`src/design/rtp_pkg.sv`:
```
package rtp_pkg;

	// Fixed formats of the ports
	localparam int WORD_BITS        = 32;
	localparam int FRAC_BITS        = 16;
	localparam int CORDIC_STEPS_DEF = 20;

	// Fixed-point constants, Q30 unless noted
	localparam logic signed [34:0] ONE30    = 35'sd1073741824;
	localparam logic signed [34:0] PI30     = 35'sd3373259426;
	localparam logic signed [34:0] HALFPI30 = 35'sd1686629713;
	localparam logic signed [34:0] TWOPI30  = 35'sd6746518852;
	localparam logic signed [33:0] K30      = 34'sd652032874;
	localparam logic [63:0]        TWOPI60  = 64'd7244019458077122842;
	localparam logic [63:0]        C60      = 64'd1 << (60 - FRAC_BITS);
	localparam logic signed [31:0] ONE_OUT  = 32'sd1 << FRAC_BITS;

	// Multiples of 2*pi (Q60) for the final correction of the reduction
	localparam logic [66:0] RED_M1 = {3'd0, TWOPI60};
	localparam logic [66:0] RED_M2 = RED_M1 * 67'd2;
	localparam logic [66:0] RED_M3 = RED_M1 * 67'd3;
	localparam logic [66:0] RED_M4 = RED_M1 * 67'd4;

	// Weight of amount bit i in the Q60 angle: 2^(60-FRAC_BITS+i) mod 2*pi
	function automatic logic [35:0][63:0] red_weights();
		logic [35:0][63:0] w;
		logic [63:0]       r;
		r = C60;
		for (int i = 0; i < 36; i++) begin
			w[i] = r;
			r = r << 1;
			if (r >= TWOPI60) r = r - TWOPI60;
		end
		return w;
	endfunction

	localparam logic [35:0][63:0] RED_W = red_weights();

	// Result status codes
	localparam logic [1:0] ST_OK    = 2'd0;
	localparam logic [1:0] ST_DZERO = 2'd1;
	localparam logic [1:0] ST_OVF   = 2'd2;

	typedef struct packed {
		logic signed [31:0] obj_x;
		logic signed [31:0] obj_y;
		logic signed [31:0] obj_z;
		logic signed [31:0] tgt_x;
		logic signed [31:0] tgt_y;
		logic signed [31:0] tgt_z;
		logic signed [31:0] dir_i;
		logic signed [31:0] dir_j;
		logic signed [31:0] dir_k;
		logic               rotate;
	} in_t;

	typedef struct packed {
		logic [1:0]         row;
		logic signed [31:0] m_col0;
		logic signed [31:0] m_col1;
		logic signed [31:0] m_col2;
		logic signed [31:0] m_shift;
		logic [1:0]         status;
		logic               last;
	} out_t;

	// Classified item handed from front to back
	typedef struct packed {
		logic [2:0][31:0] obj;
		logic [2:0][31:0] dir;
		logic [2:0][32:0] df;
		logic             rot;
		logic             dzero;
	} job_t;

	// atan(2^-i) in Q30
	function automatic logic [34:0] atan_q30(input logic [5:0] i);
		logic [34:0] v;
		case (i)
			6'd0:    v = 35'd843314857;
			6'd1:    v = 35'd497837829;
			6'd2:    v = 35'd263043837;
			6'd3:    v = 35'd133525159;
			6'd4:    v = 35'd67021687;
			6'd5:    v = 35'd33543516;
			6'd6:    v = 35'd16775851;
			6'd7:    v = 35'd8388437;
			6'd8:    v = 35'd4194283;
			6'd9:    v = 35'd2097149;
			6'd10:   v = 35'd1048576;
			default: v = (i <= 6'd30) ? (35'd1 << (6'd30 - i)) : 35'd0;
		endcase
		return v;
	endfunction

	// Round half away from zero, drop 30 fraction bits
	function automatic logic signed [73:0] rnd30(input logic signed [73:0] v);
		logic [73:0] m;
		m = v[73] ? 74'(-v) : 74'(v);
		m = (m + (74'd1 << 29)) >> 30;
		return v[73] ? -$signed(m) : $signed(m);
	endfunction

	// Round half away from zero, Q30 to output fraction
	function automatic logic signed [34:0] rnd_out(input logic signed [34:0] v);
		logic [34:0] m;
		m = v[34] ? 35'(-v) : 35'(v);
		m = (m + (35'd1 << (29 - FRAC_BITS))) >> (30 - FRAC_BITS);
		return v[34] ? -$signed(m) : $signed(m);
	endfunction

	// Saturate to the output word; top bit flags saturation
	function automatic logic [32:0] sat_word(input logic signed [47:0] v);
		logic [32:0] r;
		if (v > 48'sd2147483647)
			r = {1'b1, 32'h7fffffff};
		else if (v < -48'sd2147483648)
			r = {1'b1, 32'h80000000};
		else
			r = {1'b0, v[31:0]};
		return r;
	endfunction

endpackage

```
`src/design/rtp_queue.sv`:
```
module rtp_queue (
	input  logic          clk,
	input  logic          arst_n,
	input  logic          push,
	output logic          q_ready,
	input  rtp_pkg::job_t wr_job,
	output logic          q_valid,
	input  logic          pop,
	output rtp_pkg::job_t rd_job
);
	import rtp_pkg::*;

	job_t       mem_q [2];
	logic       wptr_q;
	logic       rptr_q;
	logic [1:0] cnt_q;
	logic       do_push;
	logic       do_pop;

	assign q_ready = cnt_q != 2'd2;
	assign q_valid = cnt_q != 2'd0;
	assign rd_job  = mem_q[rptr_q];
	assign do_push = push && q_ready;
	assign do_pop  = pop && q_valid;

	// Pointers and fill count
	always_ff @(posedge clk or negedge arst_n) begin
		if (!arst_n) begin
			wptr_q <= 1'b0;
			rptr_q <= 1'b0;
			cnt_q  <= 2'd0;
		end else begin
			if (do_push) wptr_q <= !wptr_q;
			if (do_pop) rptr_q <= !rptr_q;
			cnt_q <= cnt_q + 2'(do_push) - 2'(do_pop);
		end
	end

	always_ff @(posedge clk) begin
		if (do_push) begin
			mem_q[wptr_q] <= wr_job;
		end
	end

endmodule

```
`config.mk`:
```
export PLATFORM = sky130hd
export DESIGN_NAME = rtp_queue
export DESIGN_NICKNAME = d
export VERILOG_FILES = /design/src/design/rtp_pkg.sv /design/src/design/rtp_queue.sv
export SDC_FILE = /design/constraint.sdc
export NUM_CORES = 1
export LEC_CHECK = 0
export ABC_AREA = 1
export BUFFER_PORTS_ARGS = -buffer_cell sky130_fd_sc_hd__buf_2
export CORE_AREA = 2 2 233 235
export CTS_CLUSTER_DIAMETER = 100
export CTS_CLUSTER_SIZE = 10
export DETAILED_ROUTE_END_ITERATION = 7
export DIE_AREA = 0 0 235 237
export SETUP_SLACK_MARGIN = 0.1
export SYNTH_ARGS = -nofsm -noshare
export SYNTH_HDL_FRONTEND = slang
export SYNTH_SLANG_ARGS = --single-unit
```
`constraint.sdc`:
```
create_clock -name clk -period 15.4 [get_ports clk]
set_input_delay 0.77 -clock clk [delete_from_list [all_inputs] [get_ports clk]]
set_output_delay 0.77 -clock clk [all_outputs]
set_load 0.01 [all_outputs]
```
==> qor.txt <==
Routed Antenna Nets: 0
Die Span Y: 237 µm
Relative slew slack: 28.2%
Hold Crit Class: in2reg
Peak VDD IR: 0.126 mV
CP Cell Sequence: inv_8 -> buf_4 -> nand2_1 -> nand2_1 -> buf_2
Initial antenna violation count: 21
Post-Syn Area: 0.0215 mm²
CTS tree: built
Rows: 85
CP required: 14.63 ns
Worst slack, placed: 11.54 ns
CTS H-tree depth: 3
Layout cell share with drive strength beyond 1: 31.3%
Internal Pwr Total: 3530 µW
Post-CTS Repair Setup Buffers: 0
Sw Ratio: 35.0%
Commonest non-fill, non-tap cell in the layout: nand2_1
Element type at the critical path end: primary output
Drt wl/cell: 19.0 µm
Vias per inst: 4.72
Max-slew violations: 0
Pin count of the biggest net entering global routing: 137
First-pass GRT wire length: 80400 µm
Worst stage delay on the critical path: 0.83 ns
Max Root-Sink Buffers: 3
Clk root buf: clkbuf_16
PD cells: 201 mW/mm²
Detailed Place HPWL: 36800 µm
Worst path top cell family by delay: buffers and inverters
PortBufs: 591
Number of distinct library cells after synthesis: 15
Total wire length: 55200 µm
Final hold vios: 0
Worst setup margin: 11.05 ns
Crit path DAT: 3.58 ns
Combinational share of power: 31.1%
GR Util All Layers: 19.1%
Fillers: 4634
Critical path peak fanout: 125
Clock sinks: 590
Clk Latency, worst-skew pair: 0.59 ns
Global route overflow: 0
Unrepaired setup endpoints after global routing: false
Placed cell areas: 0.0251 mm²
Area grow syn2layout: 25.5%
DIE WIDTH: 235 µm
DRC: 0
Max Clock Freq: 230 MHz
Worst-Margin Slew: 1.08 ns
Most common cell type on the critical path: nand2_1
Post-synthesis area per instance: 13.8 µm²
Initial Util: 40.4%
Leak pwr: 0.0115 µW
Register bit total from synthesis: 590
TNS Setup: 0 ns
Final setup viols: 0
Initial drt markers: 928
Period utilization: 28.2%
Worst Path Buf+Inv: 3
Syn nets: 1860
Vias in the first global route: 13500
Vias: 13700
Die Area: 0.0557 mm²
Fin crit period: 4.35 ns
Setup Skew: 0.0190 ns
Commonest cells after routing, fill and taps aside: 888 x nand2_1, 591 x buf_2, 586 x edfxtp_1, 69 x clkbuf_16
Crit-path slowest cell: buf_4
Gpl congestion: 0.853
Core ar.: 0.0533 mm²
Drt pass-1 iters: 5
I/O pin count: 592
Max cap viols: 0
Clk pin slew, worst setup/hold paths: 0.05 ns
Cts bufs inserted: 69
Nets: 2470
Post-synthesis cell count: 1562
Clk pwr share: 26.4%
P_sw: 1900 µW
Reg power frac: 42.5%
Seq/Total Area, Yosys: 82.2%
Post-route design area: 0.0270 mm²
Kind of critical path: reg2out
Setup crit start kind: flop
Status: complete, no violations
Ys Warns: 0
cell type report:
type	instances	area, µm²	share of cell area, %
Tap cell	696	871	3.22
Clock inverter	9	141	0.523
Inverter	8	37.5	0.139
Clock buffer	80	1770	6.54
Sequential cell	590	17700	65.5
Multi-Input combinational cell	899	3410	12.6
Antenna cell	16	40.0	0.148
Timing Repair Buffer	604	3070	11.4
per-layer routing:
| metal | vias up | GRT usage, % | part of all wire (%) |
|---|---|---|---|
| met5 | - | 0 | 0.21 |
| met4 | 16 | 8.11 | 2.9 |
| met3 | 116 | 6.73 | 8.8 |
| met2 | 501 | 31.5 | 50 |
| met1 | 6559 | 22.8 | 38 |
| li1 | 6504 | - | - |
state kept, by name, indices dropped and copies added (netlist names):
signal and cells:
mem_q 586, rptr_q 1, cnt_q 2, wptr_q 1
path summary, 6_finish.rpt:
kind / start / end / slack, ns / cells past startpoint
setup / recovery: rptr_q / rd_job[55] / 11.05 / 5
hold / removal: wr_job[114] / mem_q[0][114] / 0.36 / 1
setup reg to reg: cnt_q[0] / mem_q[1][178] / 11.81 / 6
hold reg to reg: cnt_q[0] / cnt_q[0] / 0.56 / 1
max in group asynchronous: arst_n / rptr_q / 14.74 / 2
min in group asynchronous: arst_n / wptr_q / 0.51 / 2
through the flow:
stage | std cells | utilization [%] | power [µW] | hold WS (ns)
2_1_floorplan | 1562 | - | 3470 | 0.474
3_3_place_gp | 2796 | 47.1 | 4050 | 0.539
3_5_place_dp | 2796 | 47.1 | 4060 | 0.552
4_1_cts | 2886 | 50.7 | 5510 | 0.309
5_1_grt | 2896 | 50.7 | 5730 | 0.327
6_report | 2902 | 50.7 | 5430 | 0.360
worst register-to-register path, delay by kind of cell (launching register included):
kind	cells	cell delay (ns)
buffers and inverters	3	1.86
DFF	1	0.39
and+or+nand+nor	3	0.89
power by group through the flow:
stage               Clock, µW  Sequential (µW)  Combinational (µW)
detailed placement          0             2340                1720
global placement            0             2330                1710
CTS                      1470             2310                1730
floorplan                   0             2480                 993
finish                   1430             2310                1690
global route             1530             2340                1850
Yosys cell counts:
cell type | number | area (µm²)
buf_6 | 3 | 33.8
xor2_1 | 1 | 8.76
nand2_1 | 888 | 3330
a21oi_1 | 1 | 5.00
inv_1 | 7 | 26.3
nand3_1 | 2 | 10.0
buf_4 | 30 | 225
clkbuf_1 | 1 | 3.75
ha_1 | 1 | 12.5
nor2_1 | 5 | 18.8
edfxtp_1 | 586 | 17600
inv_4 | 1 | 6.26
o21ai_0 | 1 | 5.00
dfrtp_1 | 4 | 100
buf_2 | 31 | 155
what timing repair did:
action	CTS	global route
hold endpoints to repair	4	0
hold buffers	1	0
resized for setup	0	0
cell families (layout without fill, tap and decap cells):
group                      count (synthesis)  after routing  synth area share [%]
other                                      0             16                     0
AOI/OAI and AO/OA                          2              2                0.0464
adders and majority gates                  1              1                0.0581
and+or+nand+nor                          895            895                  15.6
buffers and inverters                     73            701                  2.09
DFF                                      590            590                  82.2
xor gates and xnor gates                   1              1                0.0407
(Power assumes the default switching activity.)
