===== src/design/rtp_pkg.sv =====
package rtp_pkg;

	// Fixed formats of the ports
	localparam int WORD_BITS        = 32;
	localparam int FRAC_BITS        = 16;
	localparam int CORDIC_STEPS_DEF = 20;

	// Fixed-point constants, Q30 unless noted
	localparam logic signed [34:0] ONE30    = 35'sd1073741824;
	localparam logic signed [34:0] PI30     = 35'sd3373259426;
	localparam logic signed [34:0] HALFPI30 = 35'sd1686629713;
	localparam logic signed [34:0] TWOPI30  = 35'sd6746518852;
	localparam logic signed [33:0] K30      = 34'sd652032874;
	localparam logic [63:0]        TWOPI60  = 64'd7244019458077122842;
	localparam logic [63:0]        C60      = 64'd1 << (60 - FRAC_BITS);
	localparam logic signed [31:0] ONE_OUT  = 32'sd1 << FRAC_BITS;

	// Multiples of 2*pi (Q60) for the final correction of the reduction
	localparam logic [66:0] RED_M1 = {3'd0, TWOPI60};
	localparam logic [66:0] RED_M2 = RED_M1 * 67'd2;
	localparam logic [66:0] RED_M3 = RED_M1 * 67'd3;
	localparam logic [66:0] RED_M4 = RED_M1 * 67'd4;

	// Weight of amount bit i in the Q60 angle: 2^(60-FRAC_BITS+i) mod 2*pi
	function automatic logic [35:0][63:0] red_weights();
		logic [35:0][63:0] w;
		logic [63:0]       r;
		r = C60;
		for (int i = 0; i < 36; i++) begin
			w[i] = r;
			r = r << 1;
			if (r >= TWOPI60) r = r - TWOPI60;
		end
		return w;
	endfunction

	localparam logic [35:0][63:0] RED_W = red_weights();

	// Result status codes
	localparam logic [1:0] ST_OK    = 2'd0;
	localparam logic [1:0] ST_DZERO = 2'd1;
	localparam logic [1:0] ST_OVF   = 2'd2;

	typedef struct packed {
		logic signed [31:0] obj_x;
		logic signed [31:0] obj_y;
		logic signed [31:0] obj_z;
		logic signed [31:0] tgt_x;
		logic signed [31:0] tgt_y;
		logic signed [31:0] tgt_z;
		logic signed [31:0] dir_i;
		logic signed [31:0] dir_j;
		logic signed [31:0] dir_k;
		logic               rotate;
	} in_t;

	typedef struct packed {
		logic [1:0]         row;
		logic signed [31:0] m_col0;
		logic signed [31:0] m_col1;
		logic signed [31:0] m_col2;
		logic signed [31:0] m_shift;
		logic [1:0]         status;
		logic               last;
	} out_t;

	// Classified item handed from front to back
	typedef struct packed {
		logic [2:0][31:0] obj;
		logic [2:0][31:0] dir;
		logic [2:0][32:0] df;
		logic             rot;
		logic             dzero;
	} job_t;

	// atan(2^-i) in Q30
	function automatic logic [34:0] atan_q30(input logic [5:0] i);
		logic [34:0] v;
		case (i)
			6'd0:    v = 35'd843314857;
			6'd1:    v = 35'd497837829;
			6'd2:    v = 35'd263043837;
			6'd3:    v = 35'd133525159;
			6'd4:    v = 35'd67021687;
			6'd5:    v = 35'd33543516;
			6'd6:    v = 35'd16775851;
			6'd7:    v = 35'd8388437;
			6'd8:    v = 35'd4194283;
			6'd9:    v = 35'd2097149;
			6'd10:   v = 35'd1048576;
			default: v = (i <= 6'd30) ? (35'd1 << (6'd30 - i)) : 35'd0;
		endcase
		return v;
	endfunction

	// Round half away from zero, drop 30 fraction bits
	function automatic logic signed [73:0] rnd30(input logic signed [73:0] v);
		logic [73:0] m;
		m = v[73] ? 74'(-v) : 74'(v);
		m = (m + (74'd1 << 29)) >> 30;
		return v[73] ? -$signed(m) : $signed(m);
	endfunction

	// Round half away from zero, Q30 to output fraction
	function automatic logic signed [34:0] rnd_out(input logic signed [34:0] v);
		logic [34:0] m;
		m = v[34] ? 35'(-v) : 35'(v);
		m = (m + (35'd1 << (29 - FRAC_BITS))) >> (30 - FRAC_BITS);
		return v[34] ? -$signed(m) : $signed(m);
	endfunction

	// Saturate to the output word; top bit flags saturation
	function automatic logic [32:0] sat_word(input logic signed [47:0] v);
		logic [32:0] r;
		if (v > 48'sd2147483647)
			r = {1'b1, 32'h7fffffff};
		else if (v < -48'sd2147483648)
			r = {1'b1, 32'h80000000};
		else
			r = {1'b0, v[31:0]};
		return r;
	endfunction

endpackage


===== src/design/rtp_front.sv =====
module rtp_front (
	input  logic          clk,
	input  logic          arst_n,
	input  logic          item_valid,
	output logic          item_ready,
	input  rtp_pkg::in_t  item,
	output logic          push,
	input  logic          q_ready,
	output rtp_pkg::job_t job
);
	import rtp_pkg::*;

	logic  v_s1;
	job_t  job_s1;
	job_t  job_d;

	// Classify: offset between points, zero direction check
	always_comb begin
		job_d.obj   = {item.obj_z, item.obj_y, item.obj_x};
		job_d.dir   = {item.dir_k, item.dir_j, item.dir_i};
		job_d.df[0] = 33'(item.tgt_x) - 33'(item.obj_x);
		job_d.df[1] = 33'(item.tgt_y) - 33'(item.obj_y);
		job_d.df[2] = 33'(item.tgt_z) - 33'(item.obj_z);
		job_d.rot   = item.rotate;
		job_d.dzero = (item.dir_i == 32'sd0) && (item.dir_j == 32'sd0) &&
			(item.dir_k == 32'sd0);
	end

	assign item_ready = !v_s1 || q_ready;
	assign push       = v_s1;
	assign job        = job_s1;

	always_ff @(posedge clk or negedge arst_n) begin
		if (!arst_n) begin
			v_s1 <= 1'b0;
		end else if (item_valid && item_ready) begin
			v_s1 <= 1'b1;
		end else if (q_ready) begin
			v_s1 <= 1'b0;
		end
	end

	always_ff @(posedge clk) begin
		if (item_valid && item_ready) begin
			job_s1 <= job_d;
		end
	end

endmodule


===== config.mk =====
export PLATFORM = sky130hd
export DESIGN_NAME = rtp_front
export DESIGN_NICKNAME = d
export VERILOG_FILES = /design/src/design/rtp_pkg.sv /design/src/design/rtp_front.sv
export SDC_FILE = /design/constraint.sdc
export NUM_CORES = 1
export LEC_CHECK = 0
export BUFFER_PORTS_ARGS = -buffer_cell sky130_fd_sc_hd__buf_2
export CAP_MARGIN = 20
export CORE_AREA = 2 2 228 230
export CTS_BUF_LIST = sky130_fd_sc_hd__clkbuf_8
export CTS_CLUSTER_DIAMETER = 150
export DETAILED_ROUTE_END_ITERATION = 10
export DIE_AREA = 0 0 230 232
export GPL_ROUTABILITY_DRIVEN = 0
export MAX_ROUTING_LAYER = met4
export PLACE_DENSITY = 0.57
export SETUP_SLACK_MARGIN = 0.02
export SYNTH_ARGS = -nofsm -noshare
export SYNTH_HDL_FRONTEND = slang
export SYNTH_SLANG_ARGS = --single-unit

===== constraint.sdc =====
create_clock -name clk -period 7.49 [get_ports clk]
set_input_delay 0.3745 -clock clk [delete_from_list [all_inputs] [get_ports clk]]
set_output_delay 0.3745 -clock clk [all_outputs]
set_load 0.02 [all_outputs]

==> results.sh, run 1 <==
export IMPL_via_per_inst=4.608
export IMPL_cp_start_kind="input port"
export IMPL_layout_cells_non_filler=2691
export IMPL_via_count=12399
export IMPL_die_height_um=232
export IMPL_drt_initial_drc_count=880
export IMPL_clockBufferDepth=3
export IMPL_synth_nets=1536
export IMPL_synth_compound_area_share_pct=12.89
export IMPL_antenna_found_initial=5
export IMPL_rsz0062_at_grt="no"
export IMPL_final_common_cell="buf_2"
export IMPL_utilization_pct=41.77
export IMPL_grt_pass1_vias=12855
export IMPL_crit_chain="dlygate4sd3_1 -> buf_2 -> ha_1 -> fa_1 -> nor2b_1 -> o21ai_0 -> a21oi_1 -> o21ai_0 -> a31oi_2 -> a21boi_0 -> o21ai_0 -> xor2_1"
export IMPL_status="finished, final reports clean"
export IMPL_ys_warn_count=0
export IMPL_power_mw=4.554
export IMPL_grt_usage_pct=18.32
export IMPL_fin_crit_ns=2.931
export IMPL_synthesis_area_um2=14500
export IMPL_finalMaxSlewViolations=0
export IMPL_cpPeakStageDelay_ns=0.53
export IMPL_yosysUniqueCellTypes=76
export IMPL_end_kind="flip-flop"
export IMPL_drive_gt1_share_pct=34.58
export IMPL_synthTopCellsByArea="edfxtp_1 61%, ha_1 8.3%, a21oi_1 3.2%"
export IMPL_grt_pass1_wl_um=73580
export IMPL_dieArea_um2=53360
export IMPL_cts_root_buf="clkbuf_8"
export IMPL_synth_top_area_share_pct=60.67
export IMPL_synthFlopType="edfxtp_1"
export IMPL_path_common_cell="o21ai_0"
export IMPL_nets=2357
export IMPL_place_hpwl_um=37620
export IMPL_ys_ff_latch=294
export IMPL_max_freq_mhz=341.2
export IMPL_power_density_nw_per_um2=214.3
export IMPL_synth_top_cell_by_area="edfxtp_1"
export IMPL_synth_xor_area_share_pct=5.073
export IMPL_required_ns=7.84
export IMPL_grt_overflow_total=0
export IMPL_final_cell_mix="587 x buf_2, 293 x edfxtp_1, 196 x dlygate4sd3_1"
export IMPL_routedWlPerCell_um=18.55
export IMPL_maxCapViolations=0
export IMPL_crit_path_top_delay_cell="dlygate4sd3_1"
export IMPL_setup_violations=0
export IMPL_ir_worst_vdd_mv=0.2369
export IMPL_synth_edf_count=293
export IMPL_fin_crit_sh_pct=39.13
export IMPL_finalWorstSetupSlack_ns=4.559
export IMPL_routed_wl_um=49910
export IMPL_worst_slew_pin_slew_ns=1.055
export IMPL_cp_max_fo=4
export IMPL_min_path_type="input port to asynchronous set/reset pin"
export IMPL_coreArea_um2=50890
export IMPL_worstPathArrival_ns=3.28
export IMPL_chipWidth_um=230
export IMPL_clk_latency_ns=0.62
export IMPL_grt_max_degree=161
export IMPL_critPathKind="input port to flip-flop"
export IMPL_numCtsBuffers=53
export IMPL_start_util_pct=28.50
export IMPL_synth_simple_gate_area_share_pct=8.662
export IMPL_dp_cells=2394
export IMPL_fin_area_um2=21250
export IMPL_avgSynthCellArea_um2=12.68
export IMPL_finalHoldViolations=0
export IMPL_syn2layout_area_growth_pct=46.55
export IMPL_rows=83
export IMPL_synth_mux_area_fraction_pct=0.06902
export IMPL_drcViolationCount=0
export IMPL_final_setup_skew_ns=0.01238
export IMPL_dpl_instance_area_um2=18240
export IMPL_crit_family="compound AO/OA/AOI/OAI gates"
export IMPL_clock_sinks=294
export IMPL_postSynthCellCount=1144
export IMPL_synth_top_family_by_area="compound AO/OA/AOI/OAI gates"
export IMPL_slew_headroom_pct=29.69
export IMPL_pre_cts_slack_ns=4.527
export IMPL_clkTransAtPathRegs_ns=0.06
export IMPL_crit_buf_inv=2
export IMPL_htree_levels=2
export IMPL_io_buffers=587
export IMPL_ant_nets=0
export IMPL_yosysSeqAreaShare_pct=60.84
export IMPL_tns_ns=0
export IMPL_synthArstFlopShare_pct=0.3401
export IMPL_p_leak_nw=9.350
export IMPL_ios=588
export IMPL_drt_pass1_iterations=5
export IMPL_synthAdderAreaFrac_pct=8.696
export IMPL_cts_setup_buffers=0
export IMPL_whs_ns=0.1062
export IMPL_cts_tree="built"
[registers in the layout, summed over array words and instances, names as in the netlist]
register  cells
push          1
job         293
[report_power, final]
part	switching, mW	internal, mW	total (mW)
combinational	0.618	0.406	1.02
sequential	0.0339	1.98	2.02
clock	0.698	0.815	1.51
total	1.35	3.20	4.55
[worst register-to-register path, cell delays in order (launching register included)]
cell and delay [ns]:
dfrtp_1 0.45, nand2b_1 0.14, and2_4 0.81, buf_4 0.93
[layout make-up]
cell class / instances / area (um2)
Inverter: 123 / 461.7
Multi-Input combinational cell: 708 / 5135
Tap cell: 680 / 850.8
Antenna cell: 7 / 17.52
Timing Repair Buffer: 785 / 4927
Clock inverter: 36 / 240.2
Fill cell: 4780 / 29630
Sequential cell: 294 / 8823
Clock buffer: 58 / 798.3
[per-layer routing]
layer	share of wire [%]	wire, um	global-route usage [%]
met5	0	0	-
met4	3.8	1906	7.762
met1	39	19580	20.86
met2	48	24140	30.13
met3	8.6	4292	5.378
[timing repair]
action | CTS | global route
hold buffers | 196 | 0
resized for setup | 0 | 0
endpoints found under the hold margin | 195 | 0
[Yosys cell counts, drive strengths merged, types with 12 or more instances]
| cell | n |
|---|---|
| ha | 96 |
| o21ai | 52 |
| nor2 | 44 |
| xnor2 | 49 |
| nand3 | 15 |
| a21oi | 94 |
| nand4 | 21 |
| clkbuf | 17 |
| o21bai | 12 |
| nor3 | 12 |
| xor2 | 35 |
| a21o | 35 |
| a31oi | 12 |
| nor4 | 26 |
| nor2b | 15 |
| inv | 123 |
| edfxtp | 293 |
| nand2 | 69 |
[cells by family after synthesis]
logic type	Yosys count
flops	294
mux	1
buf+inv	142
simple gates	243
compound gates	281
fa+ha+maj	99
xor+xnor	84
[path summary, 6_finish.rpt]
path                       startpoint       to  slack [ns]  cells after the start
hold / removal                 arst_n     push        0.11                      2
hold reg to reg                  push     push        1.21                      3
max in group asynchronous      arst_n     push        7.30                      2
setup reg to reg                 push  job[52]        4.75                      3
min in group clk            item[129]  job[35]        0.22                      4
setup / recovery            item[225]  job[59]        4.56                     12
No activity file was read; power rests on OpenSTA's default activity.
==> run 2: changes to the inputs <==
Clock period 7.49 ns to 2.63 ns, I/O delays scaled along.
==> run 2 against run 1 <==
Register-to-register slack got worse by 3.8 ns; non-clock buffer count rose by 61; sequential share of layout area fell by 0.98 points; cell area rose by 2.4%; critical endpoint is now job[28].
==> results.sh, run 2 (synthesized netlist as in run 1, its figures left out) <==
export IMPL_rows=83
export IMPL_nets=2416
export IMPL_nFillCells=4785
export IMPL_cpPeakStageDelay_ns=0.53
export IMPL_wl_met1_um=20220
export IMPL_via_per_inst=4.640
export IMPL_met3WireLength_um=3822
export IMPL_r2r_cells=3
export IMPL_cp_max_fo=3
export IMPL_cts_root_buf="clkbuf_8"
export IMPL_drive_gt1_share_pct=35.90
export IMPL_drcViolationCount=0
export IMPL_setup_violations=0
export IMPL_pre_cts_slack_ns=0.005695
export IMPL_finalWorstSetupSlack_ns=0.1290
export IMPL_maxCapViolations=0
export IMPL_fin_crit_sh_pct=95.10
export IMPL_finalMaxSlewViolations=0
export IMPL_start_util_pct=28.50
export IMPL_drt_initial_drc_count=697
export IMPL_critPathLaunch="item[161]"
export IMPL_cts_tree="built"
export IMPL_cp_start_kind="input port"
export IMPL_grt_pass1_vias=13041
export IMPL_grt_max_degree=61
export IMPL_dpl_instance_area_um2=18610
export IMPL_min_path_type="input port to flip-flop"
export IMPL_place_hpwl_um=38410
export IMPL_coreArea_um2=50890
export IMPL_clkTransAtPathRegs_ns=0.07
export IMPL_critPathKind="input port to flip-flop"
export IMPL_worstSetupEndpoint="job[28]"
export IMPL_crit_reg2reg_capture="job[60]"
export IMPL_via_count=12755
export IMPL_max_freq_mhz=399.8
export IMPL_top_layer="met4"
export IMPL_slew_headroom_pct=61.39
export IMPL_drt_pass1_iterations=5
export IMPL_grt_pass1_wl_um=74310
export IMPL_grt_overflow_total=0
export IMPL_die_height_um=232
export IMPL_p_leak_nw=9.620
export IMPL_htree_levels=2
export IMPL_worstPathArrival_ns=2.87
export IMPL_routedWlPerCell_um=18.30
export IMPL_fin_crit_ns=2.501
export IMPL_numCtsBuffers=51
export IMPL_status="finished, final reports clean"
export IMPL_cts_setup_buffers=0
export IMPL_final_cell_mix="587 x buf_2, 293 x edfxtp_1, 213 x dlygate4sd3_1"
export IMPL_final_common_cell="buf_2"
export IMPL_grt_usage_pct=18.47
export IMPL_worst_slew_pin_slew_ns=0.5739
export IMPL_r2r_setup_slack_ns=0.94
export IMPL_ios=588
export IMPL_crit_chain="dlygate4sd3_1 -> buf_2 -> inv_1 -> ha_1 -> fa_1 -> nor2b_1 -> o31a_1 -> o2111ai_2 -> nand3_2 -> a31o_1 -> a311oi_4 -> o31ai_2 -> xor2_1"
export IMPL_rsz0062_at_grt="yes"
export IMPL_rr_startpoint="push"
export IMPL_wl_met2_um=25200
export IMPL_finalHoldViolations=0
export IMPL_clk_latency_ns=0.61
export IMPL_clock_sinks=294
export IMPL_routed_wl_um=50300
export IMPL_chipWidth_um=230
export IMPL_ant_nets=0
export IMPL_io_buffers=587
export IMPL_syn2layout_area_growth_pct=50.12
export IMPL_largest_register_ffs=293
export IMPL_power_density_nw_per_um2=590.0
export IMPL_required_ns=3.00
export IMPL_clockBufferDepth=3
export IMPL_dieArea_um2=53360
export IMPL_final_setup_skew_ns=0.02518
export IMPL_end_kind="flip-flop"
export IMPL_ir_worst_vdd_mv=0.3268
export IMPL_antenna_found_initial=9
export IMPL_crit_path_top_delay_cell="dlygate4sd3_1"
export IMPL_fin_area_um2=21770
-- run 2: changes by cell type in the layout (fill, tap and decap cells not counted), moves of 2 or more --
cell | previous run | this run
o2111ai_2 | 1 | 3
inv_1 | 134 | 136
o2111ai_1 | 3 | 1
a31oi_1 | 11 | 9
buf_4 | 1 | 42
a31oi_2 | 1 | 3
dlygate4sd3_1 | 196 | 213
clkbuf_8 | 58 | 52
buf_12 | 1 | 4
-- run 2: through the flow --
stage | hold slack (ns) | power, mW | setup TNS (ns) | cells | util, %
2_1_floorplan | -0.1641 | 7.490 | -134.56 | 1144 | -
3_3_place_gp | -0.09469 | 8.565 | 0 | 2438 | 36.58
5_1_grt | 0.03210 | 13.46 | 0 | 2749 | 42.79
4_1_cts | 0.0009731 | 12.98 | 0 | 2741 | 42.66
3_5_place_dp | -0.08769 | 8.587 | 0 | 2438 | 36.58
6_report | 0.06202 | 12.85 | 0 | 2749 | 42.79
-- run 2: worst max-delay path, delay by kind of cell --
kind,cells,cell delay [ns]
AO/OA/AOI/OAI,5,1.29
buffers and inverters,3,0.71
adder cells (fa/ha/maj),2,0.41
AND/OR/NAND/NOR,2,0.19
XOR/XNOR,1,0.15
-- run 2: worst min path at each step --
stage	depth (start not counted)	slack, ns	to	startpoint
finish	3	0.06	job[81]	item[110]
global route	4	0.03	job[3]	item[162]
CTS	3	0.001	job[29]	item[188]
detailed placement	1	-0.09	push	arst_n
global placement	1	-0.09	push	arst_n
floorplan	0	-0.16	push	arst_n
-- run 2: final cells by class --
cell class | instances | area (um2) | area share (%)
repair buffers | 846 | 5465 | 25.10
clock buffers | 52 | 715.7 | 3.287
diodes | 8 | 20.02 | 0.09195
well taps | 680 | 850.8 | 3.908
flip-flops and latches | 294 | 8825 | 40.53
inverters | 123 | 461.7 | 2.121
clock inverters | 38 | 245.2 | 1.126
multi-input cells | 708 | 5189 | 23.83
-- run 2: metal layers --
| metal | track usage (%) | vias to the layer above |
|---|---|---|
| met4 | 5.262 | 0 |
| met3 | 4.973 | 77 |
| met2 | 31.64 | 523 |
| li1 | - | 6060 |
| met1 | 21.25 | 6095 |
| met5 | - | - |
-- run 2: power by group --
| part | internal (mW) | total [mW] | switching, mW |
|---|---|---|---|
| sequential | 5.64 | 5.74 | 0.0961 |
| combinational | 1.26 | 3.05 | 1.79 |
| clock | 2.13 | 4.06 | 1.93 |
| total | 9.03 | 12.8 | 3.82 |
-- run 2: repair_timing --
item                                    CTS  global route
hold buffers                            213             0
hold endpoints to repair                214             0
endpoints found under the setup margin    0             9
resized for setup                         0            10
